==> config.mk <==
export PLATFORM = sky130hd
export DESIGN_NAME = lru_key_value_cache_unit
export DESIGN_NICKNAME = d
export VERILOG_FILES = /design/src/rtl/core/lkvc_pkg.sv /design/src/rtl/core/lkvc_scan.sv /design/src/rtl/core/lru_key_value_cache_unit.sv
export SDC_FILE = /design/constraint.sdc
export NUM_CORES = 1
export LEC_CHECK = 0
export ABC_AREA = 0
export BUFFER_PORTS_ARGS = -buffer_cell sky130_fd_sc_hd__buf_2
export CAP_MARGIN = 20
export CORE_MARGIN = 4
export CORE_UTILIZATION = 51
export DETAILED_ROUTE_END_ITERATION = 10
export PLACE_DENSITY = 0.68
export SYNTH_ARGS = -nofsm -noshare
export SYNTH_HDL_FRONTEND = slang
export SYNTH_SLANG_ARGS = --single-unit
==> constraint.sdc <==
create_clock -name clk -period 8 [get_ports clk]
set_input_delay 1.2 -clock clk [delete_from_list [all_inputs] [get_ports clk]]
set_output_delay 1.2 -clock clk [all_outputs]
set_load 0.01 [all_outputs]
==> src/rtl/core/lkvc_pkg.sv <==
// Shared constants and types for the LRU key-value cache.
package lkvc_pkg;

    localparam int ENTRIES = 4;
    localparam int IDX_W   = (ENTRIES > 1) ? $clog2(ENTRIES) : 1;
    localparam int DATA_W  = 32;

    typedef logic [IDX_W-1:0]  idx_t;
    typedef logic [DATA_W-1:0] data_t;

    typedef enum logic
    {
        CMD_GET = 1'b0,
        CMD_PUT = 1'b1
    } cmd_t;

    typedef enum logic [2:0]
    {
        ST_IDLE  = 3'b001,
        ST_SCAN  = 3'b010,
        ST_WRITE = 3'b100
    } state_t;

    typedef struct packed
    {
        logic  hit;
        idx_t  hit_idx;
        logic  has_free;
        idx_t  free_idx;
        logic  has_min;
        data_t min_stamp;
        idx_t  min_idx;
    } scan_t;

endpackage

==> src/rtl/core/lkvc_scan.sv <==
// Shared match and age-compare unit, walked over one entry per cycle while step is high.
module lkvc_scan
(
    input  logic          clk,
    input  logic          rst_n,
    input  logic          clear,
    input  logic          step,
    input  lkvc_pkg::idx_t idx,
    input  logic          entry_valid,
    input  lkvc_pkg::data_t entry_key,
    input  lkvc_pkg::data_t entry_stamp,
    input  lkvc_pkg::data_t key,
    output lkvc_pkg::scan_t result
);
    import lkvc_pkg::*;

    scan_t scan_reg;
    scan_t scan_next;

    always_comb
    begin
        scan_next = scan_reg;
        if (clear)
        begin
            scan_next = '0;
        end
        else if (step)
        begin
            if (entry_valid && (entry_key == key) && !scan_reg.hit)
            begin
                scan_next.hit     = 1'b1;
                scan_next.hit_idx = idx;
            end
            if (!entry_valid && !scan_reg.has_free)
            begin
                scan_next.has_free = 1'b1;
                scan_next.free_idx = idx;
            end
            if (entry_valid && (!scan_reg.has_min || (entry_stamp < scan_reg.min_stamp)))
            begin
                scan_next.has_min   = 1'b1;
                scan_next.min_stamp = entry_stamp;
                scan_next.min_idx   = idx;
            end
        end
    end

    always_ff @(posedge clk or negedge rst_n)
    begin
        if (!rst_n)
        begin
            scan_reg <= '0;
        end
        else
        begin
            scan_reg <= scan_next;
        end
    end

    assign result = scan_reg;

endmodule

==> src/rtl/core/lru_key_value_cache_unit.sv <==
// Top level of the fully associative LRU key-value cache.
// Usage:
//   Command channel: a word (command, key, write_value) is taken at a rising
//   edge with start high and busy low. command 0 is a get, 1 is a put.
//   Result channel: every get returns one word (found, read_value), shown for
//   exactly one cycle with done high; a put returns nothing. read_value is
//   zero on a miss. The receiver cannot stall; each word must be taken in
//   the cycle that done is high.
//   Timing: each word walks every entry in the scan state, one entry per cycle
//   through the shared match/age compare unit, and then passes through the
//   write-back state. busy is high through both, and done rises on the edge
//   that ends the write-back. A new word may be started in the cycle done is
//   high. The block takes a new word only while idle, once the entry walk and
//   the write-back of the last word are through.
//   Reset: all entries invalid, use clock zero, block idle. Entry key,
//   value and stamp storage is not cleared; it is only read when valid.
module lru_key_value_cache_unit
(
    input  logic                clk,
    input  logic                rst_n,
    input  logic                start,
    output logic                busy,
    input  logic                command,
    input  logic signed [31:0]  key,
    input  logic signed [31:0]  write_value,
    output logic                done,
    output logic                found,
    output logic signed [31:0]  read_value
);
    import lkvc_pkg::*;

    localparam idx_t LAST_IDX = idx_t'(ENTRIES - 1);

    state_t state_reg, state_next;
    idx_t   idx_reg, idx_next;
    logic   cmd_reg;
    data_t  key_reg;
    data_t  wval_reg;
    data_t  clock_reg;

    data_t  entry_key_reg   [ENTRIES];
    data_t  entry_value_reg [ENTRIES];
    data_t  entry_stamp_reg [ENTRIES];
    logic   [ENTRIES-1:0] entry_valid_reg;

    logic   done_reg;
    logic   found_reg;
    data_t  read_value_reg;

    logic   accept;
    scan_t  scan;
    idx_t   victim;

    assign accept = start && (state_reg == ST_IDLE);

    lkvc_scan u_scan
    (
        .clk         (clk),
        .rst_n       (rst_n),
        .clear       (accept),
        .step        (state_reg == ST_SCAN),
        .idx         (idx_reg),
        .entry_valid (entry_valid_reg[idx_reg]),
        .entry_key   (entry_key_reg[idx_reg]),
        .entry_stamp (entry_stamp_reg[idx_reg]),
        .key         (key_reg),
        .result      (scan)
    );

    always_comb
    begin
        if (scan.hit)
        begin
            victim = scan.hit_idx;
        end
        else if (scan.has_free)
        begin
            victim = scan.free_idx;
        end
        else
        begin
            victim = scan.min_idx;
        end
    end

    always_comb
    begin
        state_next = state_reg;
        idx_next   = idx_reg;
        case (state_reg)
            ST_IDLE:
            begin
                if (start)
                begin
                    state_next = ST_SCAN;
                    idx_next   = '0;
                end
            end
            ST_SCAN:
            begin
                if (idx_reg == LAST_IDX)
                begin
                    state_next = ST_WRITE;
                end
                else
                begin
                    idx_next = idx_reg + idx_t'(1);
                end
            end
            ST_WRITE:
            begin
                state_next = ST_IDLE;
            end
            default:
            begin
                state_next = ST_IDLE;
            end
        endcase
    end

    always_ff @(posedge clk or negedge rst_n)
    begin
        if (!rst_n)
        begin
            state_reg       <= ST_IDLE;
            idx_reg         <= '0;
            clock_reg       <= '0;
            entry_valid_reg <= '0;
            done_reg        <= 1'b0;
        end
        else
        begin
            state_reg <= state_next;
            idx_reg   <= idx_next;
            done_reg  <= (state_reg == ST_WRITE) && (cmd_reg == CMD_GET);
            if (state_reg == ST_WRITE)
            begin
                if (cmd_reg == CMD_GET)
                begin
                    if (scan.hit)
                    begin
                        clock_reg <= clock_reg + 32'd1;
                    end
                end
                else
                begin
                    entry_valid_reg[victim] <= 1'b1;
                    clock_reg               <= clock_reg + 32'd1;
                end
            end
        end
    end

    always_ff @(posedge clk)
    begin
        if (accept)
        begin
            cmd_reg  <= command;
            key_reg  <= data_t'(key);
            wval_reg <= data_t'(write_value);
        end
        if (state_reg == ST_WRITE)
        begin
            if (cmd_reg == CMD_GET)
            begin
                found_reg      <= scan.hit;
                read_value_reg <= scan.hit ? entry_value_reg[scan.hit_idx] : '0;
                if (scan.hit)
                begin
                    entry_stamp_reg[scan.hit_idx] <= clock_reg;
                end
            end
            else
            begin
                entry_key_reg[victim]   <= key_reg;
                entry_value_reg[victim] <= wval_reg;
                entry_stamp_reg[victim] <= clock_reg;
            end
        end
    end

    assign busy       = (state_reg != ST_IDLE);
    assign done       = done_reg;
    assign found      = found_reg;
    assign read_value = signed'(read_value_reg);

endmodule

Word-level counts from Yosys, hierarchy flattened
Memories as Yosys holds them, arrays and structs flattened. A register that Yosys moved wholly into a read port is not among the register bits.
Cells that the tools add are included.
W data, S select, Z words.
{"block": "word_totals", "out_inout_bits": 35, "wordCells": 93, "reg_bits": 149, "ramBits": 384, "mem_count": 3}
{"name": "entry_key_reg", "words": 4, "word_bits": 32, "rd": 1, "rd_clocked_by_memory_dff": 0, "write_ports": 1, "line_no": "lru_key_value_cache_unit.sv:41", "source": "data_t entry_key_reg [ENTRIES];"}
{"name": "entry_stamp_reg", "words": 4, "word_bits": 32, "rd": 1, "rd_clocked_by_memory_dff": 0, "write_ports": 1, "line_no": "lru_key_value_cache_unit.sv:43", "source": "data_t entry_stamp_reg [ENTRIES];"}
{"name": "entry_value_reg", "words": 4, "word_bits": 32, "rd": 1, "rd_clocked_by_memory_dff": 1, "write_ports": 1, "line_no": "lru_key_value_cache_unit.sv:42", "source": "data_t entry_value_reg [ENTRIES];"}
{"block": "classes", "n_reduce_logical": 28, "order_cmp": 4, "muxes": 29, "add_sub_neg": 2, "eq_ne": 9, "bitwise": 2}
{"cell": "$mux W32", "count": 3}
{"cell": "$mux W41", "count": 2}
{"cell": "$mux W35", "count": 1}
{"cell": "$add A32 B1 Y32 const B", "count": 1}
{"cell": "$eq A32 B32 Y1", "count": 1}
{"cell": "$lt A32 B32 Y1", "count": 1}
{"cell": "$reduce_or A32 Y1", "count": 1}
{"cell": "$reduce_and A2 Y1", "count": 7}
{"cell": "$mux W3", "count": 4}
{"cell": "$reduce_bool A2 Y1", "count": 6}
{"cell": "$mux W1", "count": 10}
{"cell": "$mux W2", "count": 5}
{"cell": "$logic_and A1 B1 Y1", "count": 7}
{"cell": "$lt A2 B3 Y1 const B", "count": 2}
{"cell": "$ne A2 B2 Y1 const B", "count": 3}
{"cell": "$pmux W3 S2", "count": 1}
{"cell": "$logic_not A1 Y1", "count": 5}
{"cell": "$or A4 B4 Y4", "count": 1}
{"cell": "$pmux W2 S2", "count": 1}
{"cell": "$eq A3 B1 Y1 const B", "count": 1}
{"cell": "$eq A3 B2 Y1 const B", "count": 1}
{"cell": "$eq A3 B3 Y1 const B", "count": 1}
{"cell": "$ne A3 B1 Y1 const B", "count": 1}
{"cell": "$reduce_and A3 Y1", "count": 1}
{"cell": "other kinds (7)", "count": 7}

Logic depth before layout (Yosys ltp)
{"block": "depth", "ltp_word": 7, "ltp_mapped": 15}

By module
Synthesis repeated with hierarchy kept, for this count alone.
{"block": "hier_totals", "cells_unflattened": 1160, "hier_area_um2": 22235.1}
{"mod": "lru_key_value_cache_unit", "seq_area_each_um2": 15526.1, "instances": 1, "cells_each": 832, "area_per_inst_um2": 19083.3}
{"mod": "lkvc_scan", "seq_area_each_um2": 1026.0, "instances": 1, "cells_each": 328, "area_per_inst_um2": 3151.8}

Worst setup path before layout
No wires, ideal clock.
{"block": "synth_path", "kind": "register to register", "from": "reg state_reg[1]", "to": "mem entry_key_reg[1][0] (netlist name) (enable)", "setup_slack_ps": 3614, "path_stages_with_launch": 5, "t_arrival_ps": 3899, "required_time_ps": 7513, "n_path_buf": 0, "cell_sequence": "dfrtp_1 > nor3b_1 > nand2_1 > or2_2 > nor2_1"}
{"block": "synth_between", "elab_chain_len": 3}
{"item": "start: declaration", "line_no": "lru_key_value_cache_unit.sv:34", "source": "state_t state_reg, state_next;"}
{"item": "start signal: assignment", "line_no": "lru_key_value_cache_unit.sv:133", "source": "state_reg <= state_next;"}
{"item": "$eq A3 B3 Y1", "line_no": "lru_key_value_cache_unit.sv:162", "source": "if (state_reg == ST_WRITE)"}
{"item": "$mux W1", "line_no": "lru_key_value_cache_unit.sv:162"}
{"item": "$mux W1 (implied by the code)", "line_no": "lru_key_value_cache_unit.sv:175", "source": "entry_key_reg[victim] <= key_reg;"}
{"item": "end: declaration", "line_no": "lru_key_value_cache_unit.sv:41"}
No other way between the ends.

Final worst setup path
{"block": "layout_path", "from": "reg idx_reg[0]", "to": "reg u_scan.scan_reg (netlist bit u_scan.result[9])"}
{"block": "layout_between", "elab_chain_len": 6, "elab_cells_between_ends": 11, "cone_classes": "order compare: 1; mux: 5; reduce/logical: 4; memory: 1"}
{"item": "start: declaration", "line_no": "lru_key_value_cache_unit.sv:35", "source": "idx_t idx_reg, idx_next;"}
{"item": "start signal: assignment", "line_no": "lru_key_value_cache_unit.sv:134", "source": "idx_reg <= idx_next;"}
{"item": "$mem_v2 Z4 W32"}
{"item": "$lt A32 B32 Y1", "line_no": "lkvc_scan.sv:39", "source": "if (entry_valid && (!scan_reg.has_min || (entry_stamp < scan_reg.min_stamp)))"}
{"item": "$logic_or A1 B1 Y1", "line_no": "lkvc_scan.sv:39"}
{"item": "$logic_and A1 B1 Y1", "line_no": "lkvc_scan.sv:39"}
{"item": "$reduce_bool A2 Y1 (no source line)"}
{"item": "$reduce_and A2 Y1 (no source line)"}
{"item": "end signal: assignment", "line_no": "lkvc_scan.sv:56", "source": "scan_reg <= scan_next;"}
{"item": "end: declaration", "line_no": "lkvc_scan.sv:17", "source": "scan_t scan_reg;"}
Parallel ways exist; a longest one is shown, timed or not. The select of a mux whose other input is x is not followed.
A chain may end at the register's enable or synchronous reset.

==> results <==
- Timing would allow up to 217 MHz.
- The class of the worst hold path is input pin to asynchronous set/reset pin.
- The share of synthesized area occupied by flip-flops and latches is 75.6%.
- The endpoint of the worst register-to-register path is u_scan.result[9]$_DFFE_PN0P_.
- The power density normalized to cell area is 264 mW/mm².
- The height of the die is 215 µm.
- The total of cells resized after clock tree synthesis is 0.
- In this run the worst path has a maximum fanout of 47.
- After Yosys synthesis, and, or, nand and nor cells account for 4.83% of the synthesized area.
- The number of hold-slack violations in the final timing report came to 0.
- The instance count of the mapped netlist is 1,140.
- Measured against its own limit, the worst slew margin works out to 28.2%.
- The category of the most critical setup path is flop to flop.
- The share of flip-flops with an asynchronous set or reset is between 10% and 20%.
- The total power is 0.00659 W.
- The placeable core area is 0.0422 mm².
- Detailed routing placed a total of 19,400 µm of wire on met2.
- The max-slew violation count was 0.
- TritonCTS built the clock tree.
- At the worst endpoint, the required time is 8.43 ns.
- Setup repair after global routing left no endpoint under its margin.
- In this run, the number of DRC markers left after iteration 0 of detailed routing was 819.
- Summing the areas of all compound-gate instances in the mapped netlist gives just over 3% of the synthesized area.
- The unique cell type count in the Yosys netlist is 59.
- In this run the remaining antenna-violating nets after routing total 0.
- The detailed router used layers up to and including met5.
- The worst supply voltage drop on vdd is 216 µV.
- The depth of the worst register-to-register path is 10.
- In this run the post-CTS setup repair buffer count came out at 0.
- The footprint of the multi-input gates is approximately 0.0050 mm².
- Setup violations remaining at the end of the flow were counted as 0.
- After Yosys synthesis, full adders, half adders and majority gates account for 1.89% of the synthesized area.
- The number of nets in the finished design is 1,372.
- The actual slew at the worst max-slew pin is about 1.1 ns.
- The smallest clock period supported by the final layout is computed as about 4.6 ns.
- The clock slew at the register clock pins of the worst setup and hold paths is 0.06 ns.
- After synthesis, the largest family of logic cells by area is multiplexers.
- The length of the first detailed-routing pass in iterations is 5.
- In this run, CTS created clock tree buffers numbering 56.
- Summed over all cells, the static leakage comes to 8.92 nW.
- The share of cell area taken by muxes after synthesis is about a tenth.
- The number of nets handed over by synthesis was between 1,000 and 1,500.
- The floorplan has 75 rows.
- The top flip-flop cell by instance count after synthesis is edfxtp_1.
- The netlist area before placement is 0.0219 mm².
- Summed over all nets, the half-perimeter wirelength after detailed placement is 21,400 µm.
- The flow ran to the end, and the final reports show no timing, DRC or antenna violations.
- STA puts the critical path data arrival time at 5.05 ns.
- Hold repair after CTS inserted 0 buffers.
- In this run the horizontal extent of the chip is 215 µm.
- The worst register-to-register path begins at idx_reg[0]$_DFFE_PN0P_.
- The fraction of layout cells with a size suffix above 1 is around 24%.
- In the routed layout, each cell is associated on average with a via count of ~5.7.
- The wire length on met3 is about 1600 µm.
- Leaving out fill and tap cells, the most frequent cells in the layout are 482 x edfxtp_1, 101 x buf_2, 80 x mux4_2.
- The number of design rule violations left after detail routing is 0.
- After filler insertion, the fill cell instance count of the layout stands at just over 3,000.
- The synthesized design contains around 570 register bits.
- The starting utilization of the core area is 51.9%.
- The setup total negative slack is 0 ns.
- The sequential standard cell area is 0.0166 mm².
- The kind of capture point of the worst setup path is a flop.
- The count of max-cap constraint violations is 0.
- The floorplan step defined a die boundary enclosing 0.0463 mm².
- The final weighted congestion of routability-driven global placement is around 0.76.
- Leaving out fill and tap cells, the most frequent cell in the layout is edfxtp_1.
- Yosys printed 0 warnings.
- The count of buffers added on input and output ports is roughly 100.
- Each instance of the synthesized netlist takes up on average 19.2 µm².
- The number of antenna violations at the first check in global routing is 2.
- Global routing consumed, over all layers together, 17.3% of the routing resources.
- The TritonCTS sink count is around 570.
- The routed layout has 10,600 vias.
- The worst reg-to-reg setup slack is 3.38 ns.
- The number of H-tree levels is 2.
- The clock latency reported for the late side of the worst-skew pair is 0.61 ns.
- Of the total synthesized cell area, the portion taken by XOR and XNOR cells is 2.28%.
- The first global-routing pass estimated approximately 64,000 µm of wire.
- The detailed router put a total of 17,600 µm of wire on met1.
- The maximum number of pins on one net before global-route repair is 72.
- Pin placement for this block handled 103 I/O pins.
- The launching element type of the critical path is a flop.
- After detailed routing, the average wire length per cell comes to between 20 and 25 µm.
- Across the routed clock network, the largest skew measured is 0.0257 ns.
- The via count of the first global-routing pass is 11,200.
- In this run the clock root is driven by a clkbuf_16.
- In this run, synthesis inferred 482 flip-flops with an integrated enable.
- For this block, the routed nets add up to 39,500 µm of wire.
- From synthesis to final layout, the design area changed by 14.0%.
- The clock passes through at most 3 buffers.
- The share of the clock period used by the worst path after layout is approximately 58%.
- The aggregate global routing overflow is 0.
## logic make-up after synthesis
logic type      after synthesis
flops                       565
fa+ha+maj                    33
mux                         116
xor+xnor                     57
simple gates                193
compound gates               90
buf+inv                      86
## worst max path at each step
stage	from	end	slack (ns)	cells past startpoint
after CTS	idx_reg[0]$_DFFE_PN0P_	u_scan.result[9]$_DFFE_PN0P_	3.29	10
after detailed placement	idx_reg[0]$_DFFE_PN0P_	u_scan.result[5]$_DFFE_PN0P_	3.40	10
after global routing	idx_reg[0]$_DFFE_PN0P_	u_scan.result[2]$_DFFE_PN0P_	3.02	10
after floorplan	state_reg[1]$_DFFE_PN0P_	entry_key_reg[1][0]$_DFFE_PP_	3.61	4
final	idx_reg[0]$_DFFE_PN0P_	u_scan.result[9]$_DFFE_PN0P_	3.38	10
after global placement	idx_reg[0]$_DFFE_PN0P_	u_scan.result[2]$_DFFE_PN0P_	3.49	10
## cell usage after synthesis (11+ instances only)
| master | number | area [µm²] |
|---|---|---|
| nand4_1 | 20 | 125 |
| buf_2 | 19 | 95.1 |
| mux2i_1 | 24 | 240 |
| mux4_2 | 80 | 1800 |
| clkbuf_1 | 18 | 67.6 |
| o31ai_1 | 31 | 233 |
| nand2_1 | 19 | 71.3 |
| inv_1 | 39 | 146 |
| and2_1 | 36 | 225 |
| o21ai_0 | 11 | 55.1 |
| ha_1 | 33 | 413 |
| nand3_1 | 50 | 250 |
| nor2_1 | 26 | 97.6 |
| dfrtp_1 | 82 | 2050 |
| xnor2_1 | 50 | 438 |
| edfxtp_1 | 482 | 14500 |
## final cells by class
class / instances / area share (%)
flip-flops and latches: 565 / 66.3
multi-input cells: 489 / 20.0
clock buffers: 66 / 5.97
well taps: 539 / 2.70
repair buffers: 120 / 2.68
clock inverters: 37 / 1.68
inverters: 39 / 0.586
diodes: 1 / 0.0100
## per-layer routing
metal | up-vias | global-route usage (%)
li1 | 4786 | -
met1 | 5534 | 24.3
met2 | 205 | 28.4
met3 | 63 | 3.29
met4 | 2 | 4.53
met5 | - | 0
## through the flow
stage	std cells	hold WS, ns	area, µm²	util [%]	setup WS (ns)
3_5_place_dp	1751	0.452	23000	54.5	3.40
4_1_cts	1854	0.432	24900	59.0	3.29
6_report	1856	0.451	25000	59.1	3.38
3_3_place_gp	1751	0.446	23000	54.5	3.49
5_1_grt	1856	0.443	25000	59.1	3.02
2_1_floorplan	1140	0.434	21900	-	3.61
## power breakdown
group	internal [W]	total (W)	switching, W
Clock	0.00159	0.00267	0.00108
Sequential	0.00335	0.00348	0.000127
Combinational	0.000190	0.000440	0.000250
## worst max-delay path, cell delays in order (launching register included)
cell       delay (ns)
dfrtp_4          0.73
buf_4            0.76
mux4_2           0.61
ha_1             0.32
a211oi_1         0.22
o211ai_1         0.11
a31o_2           0.25
a21oi_1          0.24
o2111ai_1        0.25
nor2_4           0.74
o31ai_1          0.15
No activity file was read; power rests on OpenSTA's default activity.
